## src/rtl/csvt_pkg.sv

```systemverilog
`default_nettype none

package csvt_pkg;

    // result kinds
    typedef enum logic [1:0] {
        KIND_BYTE   = 2'd0,
        KIND_FIELD  = 2'd1,
        KIND_RECORD = 2'd2
    } kind_t;

    typedef struct packed {
        logic [7:0] in_byte;
        logic       stream_end;
    } csvt_in_t;

    typedef struct packed {
        kind_t       item_kind;
        logic [7:0]  out_byte;
        logic [23:0] line_number;
        logic        hold_overflow;
        logic        run_last;
    } csvt_out_t;

    // parser mode, one-hot
    typedef enum logic [6:0] {
        MODE_LINE_START  = 7'b0000001,
        MODE_FIELD_START = 7'b0000010,
        MODE_UNQUOTED    = 7'b0000100,
        MODE_QUOTED      = 7'b0001000,
        MODE_QUOTE_SEEN  = 7'b0010000,
        MODE_AFTER_QUOTE = 7'b0100000,
        MODE_DISCARD     = 7'b1000000
    } mode_t;

    // result sequencer state, one-hot
    typedef enum logic [4:0] {
        ST_IDLE   = 5'b00001,
        ST_FLUSH  = 5'b00010,
        ST_BYTE   = 5'b00100,
        ST_FIELD  = 5'b01000,
        ST_RECORD = 5'b10000
    } ctrl_state_t;

    typedef enum logic [1:0] {
        SEL_FLUSH  = 2'd0,
        SEL_BYTE   = 2'd1,
        SEL_FIELD  = 2'd2,
        SEL_RECORD = 2'd3
    } emit_sel_t;

    typedef struct packed {
        logic      accept;
        logic      load;
        logic      flush_step;
        emit_sel_t sel;
        logic      last;
    } csvt_cmd_t;

    typedef struct packed {
        logic dec_flush;
        logic dec_byte;
        logic dec_field;
        logic dec_record;
        logic flush_one;
        logic plan_byte;
        logic plan_field;
        logic plan_record;
    } csvt_status_t;

    localparam logic [7:0] CH_NUL   = 8'h00;
    localparam logic [7:0] CH_TAB   = 8'h09;
    localparam logic [7:0] CH_LF    = 8'h0A;
    localparam logic [7:0] CH_VT    = 8'h0B;
    localparam logic [7:0] CH_FF    = 8'h0C;
    localparam logic [7:0] CH_CR    = 8'h0D;
    localparam logic [7:0] CH_SP    = 8'h20;
    localparam logic [7:0] CH_QUOTE = 8'h22;
    localparam logic [7:0] CH_HASH  = 8'h23;
    localparam logic [7:0] CH_COMMA = 8'h2C;

    localparam logic [23:0] LINE_MAX = 24'hFFFFFF;

endpackage

`default_nettype wire

```

## src/rtl/csvt_dp.sv

```systemverilog
`default_nettype none

module csvt_dp #(
    parameter int HOLD_DEPTH = 16
) (
    input  logic                  clk,
    input  logic                  rst_n,
    input  csvt_pkg::csvt_in_t    in_data,
    input  csvt_pkg::csvt_cmd_t   cmd,
    output csvt_pkg::csvt_status_t status,
    output csvt_pkg::csvt_out_t   out_data
);

    localparam int PW = (HOLD_DEPTH > 1) ? $clog2(HOLD_DEPTH) : 1;
    localparam int CW = $clog2(HOLD_DEPTH + 1);
    localparam int SW = $clog2(2 * HOLD_DEPTH);

    csvt_pkg::mode_t mode_reg, mode_dec;
    logic [23:0]     line_count_reg, line_count_next;
    logic            line_started_reg, line_started_next;
    logic [PW-1:0]   head_reg, head_dec, head_inc;
    logic [CW-1:0]   count_reg, count_dec;
    logic [CW-1:0]   flush_cnt_reg, flush_dec;
    logic [7:0]      byte_reg, byte_dec;
    logic            ovf_reg, ovf_dec;
    logic            has_byte_reg, has_field_reg, has_record_reg;
    logic [7:0]      held_mem [HOLD_DEPTH];
    logic [7:0]      held_rd;
    csvt_pkg::csvt_out_t out_reg;

    logic [7:0]    c;
    logic          is_lf, is_quote, is_comma, is_hash, is_nul, lead, trim;
    logic          do_content, do_start, do_unq, do_aq;
    logic          dec_field, dec_record, dec_clear, dec_byte;
    logic          hold_we, full;
    logic [PW-1:0] hold_waddr;
    logic [SW-1:0] wr_sum;

    assign c        = in_data.in_byte;
    assign is_lf    = (c == csvt_pkg::CH_LF);
    assign is_quote = (c == csvt_pkg::CH_QUOTE);
    assign is_comma = (c == csvt_pkg::CH_COMMA);
    assign is_hash  = (c == csvt_pkg::CH_HASH);
    assign is_nul   = (c == csvt_pkg::CH_NUL);
    assign lead     = (c == csvt_pkg::CH_SP) || (c == csvt_pkg::CH_TAB)
                   || (c == csvt_pkg::CH_CR);
    assign trim     = lead || (c == csvt_pkg::CH_VT) || (c == csvt_pkg::CH_FF);

    assign held_rd  = held_mem[head_reg];
    assign head_inc = (head_reg == PW'(HOLD_DEPTH - 1)) ? '0 : head_reg + PW'(1);
    assign full     = (count_reg == CW'(HOLD_DEPTH));
    assign wr_sum   = SW'(head_reg) + SW'(count_reg);

    // parser mode decode
    always_comb
    begin
        mode_dec   = mode_reg;
        do_content = 1'b0;
        do_start   = 1'b0;
        do_unq     = 1'b0;
        do_aq      = 1'b0;
        dec_field  = 1'b0;
        dec_record = 1'b0;
        dec_clear  = 1'b0;
        if (in_data.stream_end)
        begin
            unique case (mode_reg)
                csvt_pkg::MODE_FIELD_START,
                csvt_pkg::MODE_AFTER_QUOTE:
                begin
                    dec_record = 1'b1;
                end
                csvt_pkg::MODE_UNQUOTED,
                csvt_pkg::MODE_QUOTED,
                csvt_pkg::MODE_QUOTE_SEEN:
                begin
                    dec_field  = 1'b1;
                    dec_record = 1'b1;
                end
                default:
                begin
                end
            endcase
            mode_dec  = csvt_pkg::MODE_LINE_START;
            dec_clear = 1'b1;
        end
        else if (!is_nul)
        begin
            unique case (mode_reg)
                csvt_pkg::MODE_LINE_START:
                begin
                    if (is_lf || lead)
                        mode_dec = csvt_pkg::MODE_LINE_START;
                    else if (is_hash)
                        mode_dec = csvt_pkg::MODE_DISCARD;
                    else
                        do_start = 1'b1;
                end
                csvt_pkg::MODE_FIELD_START:
                begin
                    if (is_lf)
                    begin
                        dec_record = 1'b1;
                        mode_dec   = csvt_pkg::MODE_LINE_START;
                    end
                    else if (!lead)
                        do_start = 1'b1;
                end
                csvt_pkg::MODE_UNQUOTED:
                begin
                    if (is_lf)
                    begin
                        dec_clear  = 1'b1;
                        dec_field  = 1'b1;
                        dec_record = 1'b1;
                        mode_dec   = csvt_pkg::MODE_LINE_START;
                    end
                    else
                        do_unq = 1'b1;
                end
                csvt_pkg::MODE_QUOTED:
                begin
                    if (is_lf)
                    begin
                        dec_clear  = 1'b1;
                        dec_field  = 1'b1;
                        dec_record = 1'b1;
                        mode_dec   = csvt_pkg::MODE_LINE_START;
                    end
                    else if (is_quote)
                        mode_dec = csvt_pkg::MODE_QUOTE_SEEN;
                    else
                        do_content = 1'b1;
                end
                csvt_pkg::MODE_QUOTE_SEEN:
                begin
                    if (is_quote)
                    begin
                        // doubled quote gives one quote byte
                        do_content = 1'b1;
                        mode_dec   = csvt_pkg::MODE_QUOTED;
                    end
                    else
                    begin
                        dec_clear = 1'b1;
                        dec_field = 1'b1;
                        do_aq     = 1'b1;
                    end
                end
                csvt_pkg::MODE_AFTER_QUOTE:
                begin
                    do_aq = 1'b1;
                end
                csvt_pkg::MODE_DISCARD:
                begin
                    if (is_lf)
                        mode_dec = csvt_pkg::MODE_LINE_START;
                end
                default:
                begin
                    mode_dec = csvt_pkg::MODE_LINE_START;
                end
            endcase

            if (do_start)
            begin
                if (is_quote)
                    mode_dec = csvt_pkg::MODE_QUOTED;
                else
                begin
                    mode_dec = csvt_pkg::MODE_UNQUOTED;
                    do_unq   = 1'b1;
                end
            end

            if (do_unq)
            begin
                if (is_comma)
                begin
                    dec_clear = 1'b1;
                    dec_field = 1'b1;
                    mode_dec  = csvt_pkg::MODE_FIELD_START;
                end
                else
                    do_content = 1'b1;
            end

            if (do_aq)
            begin
                if (is_lf)
                begin
                    dec_record = 1'b1;
                    mode_dec   = csvt_pkg::MODE_LINE_START;
                end
                else if (is_comma)
                    mode_dec = csvt_pkg::MODE_FIELD_START;
                else if (!lead)
                begin
                    dec_record = 1'b1;
                    mode_dec   = csvt_pkg::MODE_DISCARD;
                end
                else
                    mode_dec = csvt_pkg::MODE_AFTER_QUOTE;
            end
        end
    end

    // whitespace hold buffer, circular from head_reg
    always_comb
    begin
        count_dec  = count_reg;
        head_dec   = head_reg;
        flush_dec  = '0;
        byte_dec   = c;
        ovf_dec    = 1'b0;
        dec_byte   = 1'b0;
        hold_we    = 1'b0;
        hold_waddr = (wr_sum >= SW'(HOLD_DEPTH)) ? PW'(wr_sum - SW'(HOLD_DEPTH))
                                                 : PW'(wr_sum);
        if (do_content)
        begin
            if (trim)
            begin
                hold_we = 1'b1;
                if (full)
                begin
                    // oldest held byte forced out, its slot takes the new one
                    dec_byte   = 1'b1;
                    byte_dec   = held_rd;
                    ovf_dec    = 1'b1;
                    head_dec   = head_inc;
                    hold_waddr = head_reg;
                end
                else
                    count_dec = count_reg + CW'(1);
            end
            else
            begin
                flush_dec = count_reg;
                count_dec = '0;
                dec_byte  = 1'b1;
            end
        end
        else if (dec_clear)
            count_dec = '0;
    end

    // line counting
    always_comb
    begin
        line_count_next   = line_count_reg;
        line_started_next = line_started_reg;
        if (in_data.stream_end)
            line_started_next = 1'b0;
        else if (!is_nul)
        begin
            if (!line_started_reg && (line_count_reg != csvt_pkg::LINE_MAX))
                line_count_next = line_count_reg + 24'd1;
            line_started_next = !is_lf;
        end
    end

    always_ff @(posedge clk or negedge rst_n)
    begin
        if (!rst_n)
        begin
            mode_reg         <= csvt_pkg::MODE_LINE_START;
            line_count_reg   <= '0;
            line_started_reg <= 1'b0;
            head_reg         <= '0;
            count_reg        <= '0;
            flush_cnt_reg    <= '0;
            has_byte_reg     <= 1'b0;
            has_field_reg    <= 1'b0;
            has_record_reg   <= 1'b0;
        end
        else if (cmd.accept)
        begin
            mode_reg         <= mode_dec;
            line_count_reg   <= line_count_next;
            line_started_reg <= line_started_next;
            head_reg         <= head_dec;
            count_reg        <= count_dec;
            flush_cnt_reg    <= flush_dec;
            has_byte_reg     <= dec_byte;
            has_field_reg    <= dec_field;
            has_record_reg   <= dec_record;
        end
        else if (cmd.flush_step)
        begin
            head_reg      <= head_inc;
            flush_cnt_reg <= flush_cnt_reg - CW'(1);
        end
    end

    always_ff @(posedge clk)
    begin
        if (cmd.accept)
        begin
            byte_reg <= byte_dec;
            ovf_reg  <= ovf_dec;
            if (hold_we)
                held_mem[hold_waddr] <= c;
        end
    end

    // output register
    always_ff @(posedge clk)
    begin
        if (cmd.load)
        begin
            out_reg.line_number   <= line_count_reg;
            out_reg.run_last      <= cmd.last;
            unique case (cmd.sel)
                csvt_pkg::SEL_FLUSH:
                begin
                    out_reg.item_kind     <= csvt_pkg::KIND_BYTE;
                    out_reg.out_byte      <= held_rd;
                    out_reg.hold_overflow <= 1'b0;
                end
                csvt_pkg::SEL_BYTE:
                begin
                    out_reg.item_kind     <= csvt_pkg::KIND_BYTE;
                    out_reg.out_byte      <= byte_reg;
                    out_reg.hold_overflow <= ovf_reg;
                end
                csvt_pkg::SEL_FIELD:
                begin
                    out_reg.item_kind     <= csvt_pkg::KIND_FIELD;
                    out_reg.out_byte      <= '0;
                    out_reg.hold_overflow <= 1'b0;
                end
                default:
                begin
                    out_reg.item_kind     <= csvt_pkg::KIND_RECORD;
                    out_reg.out_byte      <= '0;
                    out_reg.hold_overflow <= 1'b0;
                end
            endcase
        end
    end

    assign out_data = out_reg;

    assign status.dec_flush   = (flush_dec != '0);
    assign status.dec_byte    = dec_byte;
    assign status.dec_field   = dec_field;
    assign status.dec_record  = dec_record;
    assign status.flush_one   = (flush_cnt_reg == CW'(1));
    assign status.plan_byte   = has_byte_reg;
    assign status.plan_field  = has_field_reg;
    assign status.plan_record = has_record_reg;

endmodule

`default_nettype wire

```

## src/rtl/csvt_ctrl.sv

```systemverilog
`default_nettype none

module csvt_ctrl (
    input  logic                   clk,
    input  logic                   rst_n,
    input  logic                   in_valid,
    output logic                   in_ready,
    output logic                   out_valid,
    input  logic                   out_ready,
    input  csvt_pkg::csvt_status_t status,
    output csvt_pkg::csvt_cmd_t    cmd
);

    csvt_pkg::ctrl_state_t state_reg, state_next;
    logic                  out_valid_reg, out_valid_next;
    logic                  adv;

    // first pending step in emission order
    function automatic csvt_pkg::ctrl_state_t pick(input logic f, input logic b,
                                                   input logic fd, input logic r);
        csvt_pkg::ctrl_state_t s;
        if (f)
            s = csvt_pkg::ST_FLUSH;
        else if (b)
            s = csvt_pkg::ST_BYTE;
        else if (fd)
            s = csvt_pkg::ST_FIELD;
        else if (r)
            s = csvt_pkg::ST_RECORD;
        else
            s = csvt_pkg::ST_IDLE;
        return s;
    endfunction

    assign adv = !out_valid_reg || out_ready;

    always_comb
    begin
        state_next     = state_reg;
        cmd.accept     = 1'b0;
        cmd.load       = 1'b0;
        cmd.flush_step = 1'b0;
        cmd.sel        = csvt_pkg::SEL_BYTE;
        unique case (state_reg)
            csvt_pkg::ST_IDLE:
            begin
                if (in_valid)
                begin
                    cmd.accept = 1'b1;
                    state_next = pick(status.dec_flush, status.dec_byte,
                                      status.dec_field, status.dec_record);
                end
            end
            csvt_pkg::ST_FLUSH:
            begin
                cmd.sel = csvt_pkg::SEL_FLUSH;
                if (adv)
                begin
                    cmd.load       = 1'b1;
                    cmd.flush_step = 1'b1;
                    if (status.flush_one)
                        state_next = pick(1'b0, status.plan_byte,
                                          status.plan_field, status.plan_record);
                end
            end
            csvt_pkg::ST_BYTE:
            begin
                if (adv)
                begin
                    cmd.load   = 1'b1;
                    state_next = pick(1'b0, 1'b0, status.plan_field, status.plan_record);
                end
            end
            csvt_pkg::ST_FIELD:
            begin
                cmd.sel = csvt_pkg::SEL_FIELD;
                if (adv)
                begin
                    cmd.load   = 1'b1;
                    state_next = pick(1'b0, 1'b0, 1'b0, status.plan_record);
                end
            end
            csvt_pkg::ST_RECORD:
            begin
                cmd.sel = csvt_pkg::SEL_RECORD;
                if (adv)
                begin
                    cmd.load   = 1'b1;
                    state_next = csvt_pkg::ST_IDLE;
                end
            end
            default:
            begin
                state_next = csvt_pkg::ST_IDLE;
            end
        endcase
        cmd.last = (state_next == csvt_pkg::ST_IDLE);
    end

    always_comb
    begin
        if (cmd.load)
            out_valid_next = 1'b1;
        else if (out_ready)
            out_valid_next = 1'b0;
        else
            out_valid_next = out_valid_reg;
    end

    always_ff @(posedge clk or negedge rst_n)
    begin
        if (!rst_n)
        begin
            state_reg     <= csvt_pkg::ST_IDLE;
            out_valid_reg <= 1'b0;
        end
        else
        begin
            state_reg     <= state_next;
            out_valid_reg <= out_valid_next;
        end
    end

    assign in_ready  = (state_reg == csvt_pkg::ST_IDLE);
    assign out_valid = out_valid_reg;

endmodule

`default_nettype wire

```

## src/rtl/csv_field_tokenizer.sv

```systemverilog
`default_nettype none

// streaming csv tokenizer: takes one text byte per transfer on the byte channel and
// returns field bytes, end-of-field and end-of-record marks on the tok channel, each
// tagged with the saturating line number; comment and blank lines give no record,
// trailing whitespace of a field is held back (up to HOLD_DEPTH bytes) and dropped
// when the field ends, and a nul byte is ignored. the result sequencer moves one result a
// cycle into the output register while the output is not stalled, and the next byte is
// taken once the sequence has drained
module csv_field_tokenizer #(
    parameter int HOLD_DEPTH = 16
) (
    input  logic                clk,
    input  logic                rst_n,
    // input byte channel
    input  logic                byte_valid,
    output logic                byte_ready,
    input  csvt_pkg::csvt_in_t  byte_data,
    // token result channel
    output logic                tok_valid,
    input  logic                tok_ready,
    output csvt_pkg::csvt_out_t tok_data
);

    // command and status between sequencer and datapath
    csvt_pkg::csvt_cmd_t    cmd;
    csvt_pkg::csvt_status_t status;

    // result sequencer: accepts a transfer when drained, then steps through
    // held-byte flush, content byte, end of field and end of record
    csvt_ctrl u_ctrl (
        .clk       (clk),
        .rst_n     (rst_n),
        .in_valid  (byte_valid),
        .in_ready  (byte_ready),
        .out_valid (tok_valid),
        .out_ready (tok_ready),
        .status    (status),
        .cmd       (cmd)
    );

    // parser mode, line counter, whitespace hold buffer and output register
    csvt_dp #(
        .HOLD_DEPTH (HOLD_DEPTH)
    ) u_dp (
        .clk      (clk),
        .rst_n    (rst_n),
        .in_data  (byte_data),
        .cmd      (cmd),
        .status   (status),
        .out_data (tok_data)
    );

endmodule

`default_nettype wire

```

## config.mk

```make
export PLATFORM = sky130hd
export DESIGN_NAME = csv_field_tokenizer
export DESIGN_NICKNAME = d
export VERILOG_FILES = /design/src/rtl/csvt_pkg.sv /design/src/rtl/csvt_dp.sv /design/src/rtl/csvt_ctrl.sv /design/src/rtl/csv_field_tokenizer.sv
export SDC_FILE = /design/constraint.sdc
export NUM_CORES = 1
export LEC_CHECK = 0
export BUFFER_PORTS_ARGS = -buffer_cell sky130_fd_sc_hd__buf_2
export CORE_ASPECT_RATIO = 1.75
export CORE_MARGIN = 5
export CORE_UTILIZATION = 55
export CTS_BUF_LIST = sky130_fd_sc_hd__clkbuf_4 sky130_fd_sc_hd__clkbuf_8 sky130_fd_sc_hd__clkbuf_16
export DETAILED_ROUTE_END_ITERATION = 16
export PLACE_DENSITY = 0.76
export SKIP_LAST_GASP = 1
export SYNTH_ARGS = -nofsm -noshare
export SYNTH_HDL_FRONTEND = slang
export SYNTH_SLANG_ARGS = --single-unit
```

## constraint.sdc

```tcl
create_clock -name clk -period 3.2 [get_ports clk]
set_input_delay 0.64 -clock clk [delete_from_list [all_inputs] [get_ports clk]]
set_output_delay 0.64 -clock clk [all_outputs]
set_load 0.1 [all_outputs]
```

==> flow_summary.toml <==
[outcome]
status = "finished, final reports clean"

[synth]
yosysWarnings = 0
synthFlopType = "edfxtp_1"
syn_area_per_cell_um2 = 14.9
mappedNetlistArea_um2 = 10200
synth_cell_types = 78
synth_top_area_frac = 0.507
yosysSeqAreaShare = 0.642
synth-edff-count = 173
synth_top_area_cell = "edfxtp_1"
ys_seq_elements = 228
syn-num-nets = 712
syn-instance-count = 689
synth-async-reset-ratio = 0.241
synth_top_cells_by_area = "edfxtp_1 51%, dfrtp_1 13%, mux4_2 8.8%"

[global_route]
grt_remaining_overflow = 0
grt_pass1_wl_mm = 37.6
grt_pass1_vias = 6671
grt_use_total = 0.226
antenna_found_initial = 0
grt_max_degree = 42

[sta]
rsz0062_at_grt = "yes"
max_freq_ghz = 0.316
hold_viol_final = 0
finClkSkew_ns = 0.00922
post-route-min-period_ns = 3.17
setup_ws_ns = 0.0349
relSlewSlack = 0.373
worstMarginPinSlew_ns = 0.938
maxSlewViolCount = 0
fin_crit_sh = 0.989
finalSetupViolations = 0

[layout]
layout_common_cells = "173 x edfxtp_1, 72 x buf_4, 52 x dfrtp_1"
nets = 830
antenna_cells = 0
n_fill_cell = 1289
largest_reg_flops = 128
utilization = 0.648
area_growth_pct = 17.1
layout_commonest_cell = "edfxtp_1"
multi_input_area_um2 = 3480
drive_gt1_frac = 0.291
regArea_um2 = 6580

[placed_design]
routabilityCongestion = 0.925
dp.final_hpwl_mm = 17.5
io_buffers = 50
pre_cts_ws_ns = -0.211

[worst_setup_path]
start_kind = "flop"
crit_arrival_ns = 3.42
endpoint_kind = "flop"
worstPathMaxFanout = 11
critPathKind = "flop to flop"
crit_path_top_delay_cell = "nor4b_2"
cpPeakStageDelay_ns = 0.49
crit_required_ns = 3.46
crit_chain = "nor4b_2 -> o211ai_2 -> and3_2 -> a211oi_4 -> buf_4 -> nor3_1 -> a31oi_1 -> nor2_1 -> buf_4"
cpMostUsedCell = "buf_4"

[hold_path]
min_path_type = "input pin to async pin"

[power]
power_leakage_nw = 4.56
peakVddDrop_mv = 0.608
p_per_area_nw_per_um2 = 705

[clock_tree]
htreeDepth = 1
cts_tree = "done"
holdBufCountCts = 0
clock-sinks = 228
clkTransAtPathRegs_ns = 0.07
post_cts_resized = 1
post_cts_buffers = 0
clockBufferDepth = 3
insertion_delay_ns = 0.50
root_buffer = "clkbuf_16"
cts_inserted_buffers = 21

[route]
via_count = 6497
wire_per_inst_um = 22.4
remaining_drc_errors = 0
wirelength_mm = 23.8
via_per_inst = 6.14
dr.pass1.iters = 5
drt_iter0_markers = 487
drtAntennaViolNets = 0

[die]
initial_core_util = 0.554
die_area_um2 = 21600
coreArea_um2 = 18500
ios = 51
die_w_um = 113
dieHeight_um = 191
rows = 66

[flow_run]
drv_cap = 0
==> routing by layer <==
metal  track usage  part of all wire  up-vias
met2         0.423              0.54      281
met5             0                 0        -
met3        0.0295             0.059       88
met1         0.249              0.34     3204
li1              -                 -     2924
met4         0.110             0.058        0
==> synth_stat cells, types with 4 or more instances <==
cell type and count:
a21o_1 6, a21oi_1 10, a22o_1 14, a31oi_1 8
a32oi_1 4, a41oi_1 5, and2_1 8, and3_1 11
buf_1 4, buf_2 4, clkbuf_1 16, dfrtp_1 53
edfxtp_1 173, ha_1 9, inv_1 19, mux4_2 40
nand2_1 40, nand2b_1 5, nand3_1 19, nand3b_1 4
nand4_1 7, nor2_1 48, nor2b_1 5, nor3_1 18
nor4_1 6, o21ai_0 23, o21ai_1 5, xnor2_1 26
xor2_1 11
==> report_power, final <==
part | total [mW] | internal [mW] | switching, mW
combinational | 2.20 | 0.809 | 1.39
sequential | 3.54 | 3.40 | 0.141
clock | 2.72 | 1.65 | 1.07
total | 8.46 | 5.86 | 2.60
==> critical path: cells and delay by family, from the launching register on <==
kind | cells | cell delay, ns
AO/OA/AOI/OAI | 3 | 1.01
AND/OR/NAND/NOR | 4 | 0.94
buffers and inverters | 2 | 0.48
flip-flops | 1 | 0.48
==> through the flow <==
step / area [um2] / setup TNS [ns] / hold slack, ns / std cells / power [mW]
finish: 12000 / 0 / 0.0811 / 1059 / 8.46
global route: 12000 / -0.924 / 0.108 / 1059 / 8.80
CTS: 12000 / 0 / 0.0877 / 1059 / 8.50
detailed placement: 11200 / -10.37 / 0.486 / 1022 / 5.79
global placement: 11200 / -2.11 / 0.478 / 1022 / 5.76
floorplan: 10200 / 0 / 0.344 / 689 / 5.17
==> path summary, 6_finish.rpt <==
check / from / endpoint / slack (ns) / cells past startpoint
setup / recovery: u_dp.mode_reg[1]$_DFFE_PN0P_ / u_dp.held_mem[13][0]$_DFFE_PP_ / 0.03 / 9
hold / removal: rst_n / u_dp.line_count_reg[8]$_DFFE_PN0P_ / 0.08 / 1
setup reg to reg: u_dp.mode_reg[1]$_DFFE_PN0P_ / u_dp.held_mem[13][0]$_DFFE_PP_ / 0.03 / 9
hold reg to reg: u_dp.line_count_reg[18]$_DFFE_PN0P_ / u_dp.line_count_reg[18]$_DFFE_PN0P_ / 0.50 / 1
max in group asynchronous: rst_n / u_dp.mode_reg[0]$_DFFE_PN1P_ / 2.45 / 2
min in group clk: byte_data[2] / u_dp.held_mem[4][1]$_DFFE_PP_ / 0.43 / 1
==> final cells by class <==
cell class                      instances  area share
Inverter                               21     0.00657
Tap cell                              238      0.0248
Timing Repair Buffer                  123      0.0676
Clock inverter                         14      0.0179
Sequential cell                       228       0.548
Clock buffer                           23      0.0451
Multi-Input combinational cell        412       0.290
==> kinds of logic after synthesis <==
kind of cell	after synthesis	share of synthesized area
flip-flops	228	0.642
multiplexers	46	0.0946
buffers and inverters	49	0.0206
AO/OA/AOI/OAI	114	0.0847
adder cells (fa/ha/maj)	10	0.0129
XOR/XNOR	37	0.0316
AND/OR/NAND/NOR	205	0.114
Power figures use the tool's default switching activity.
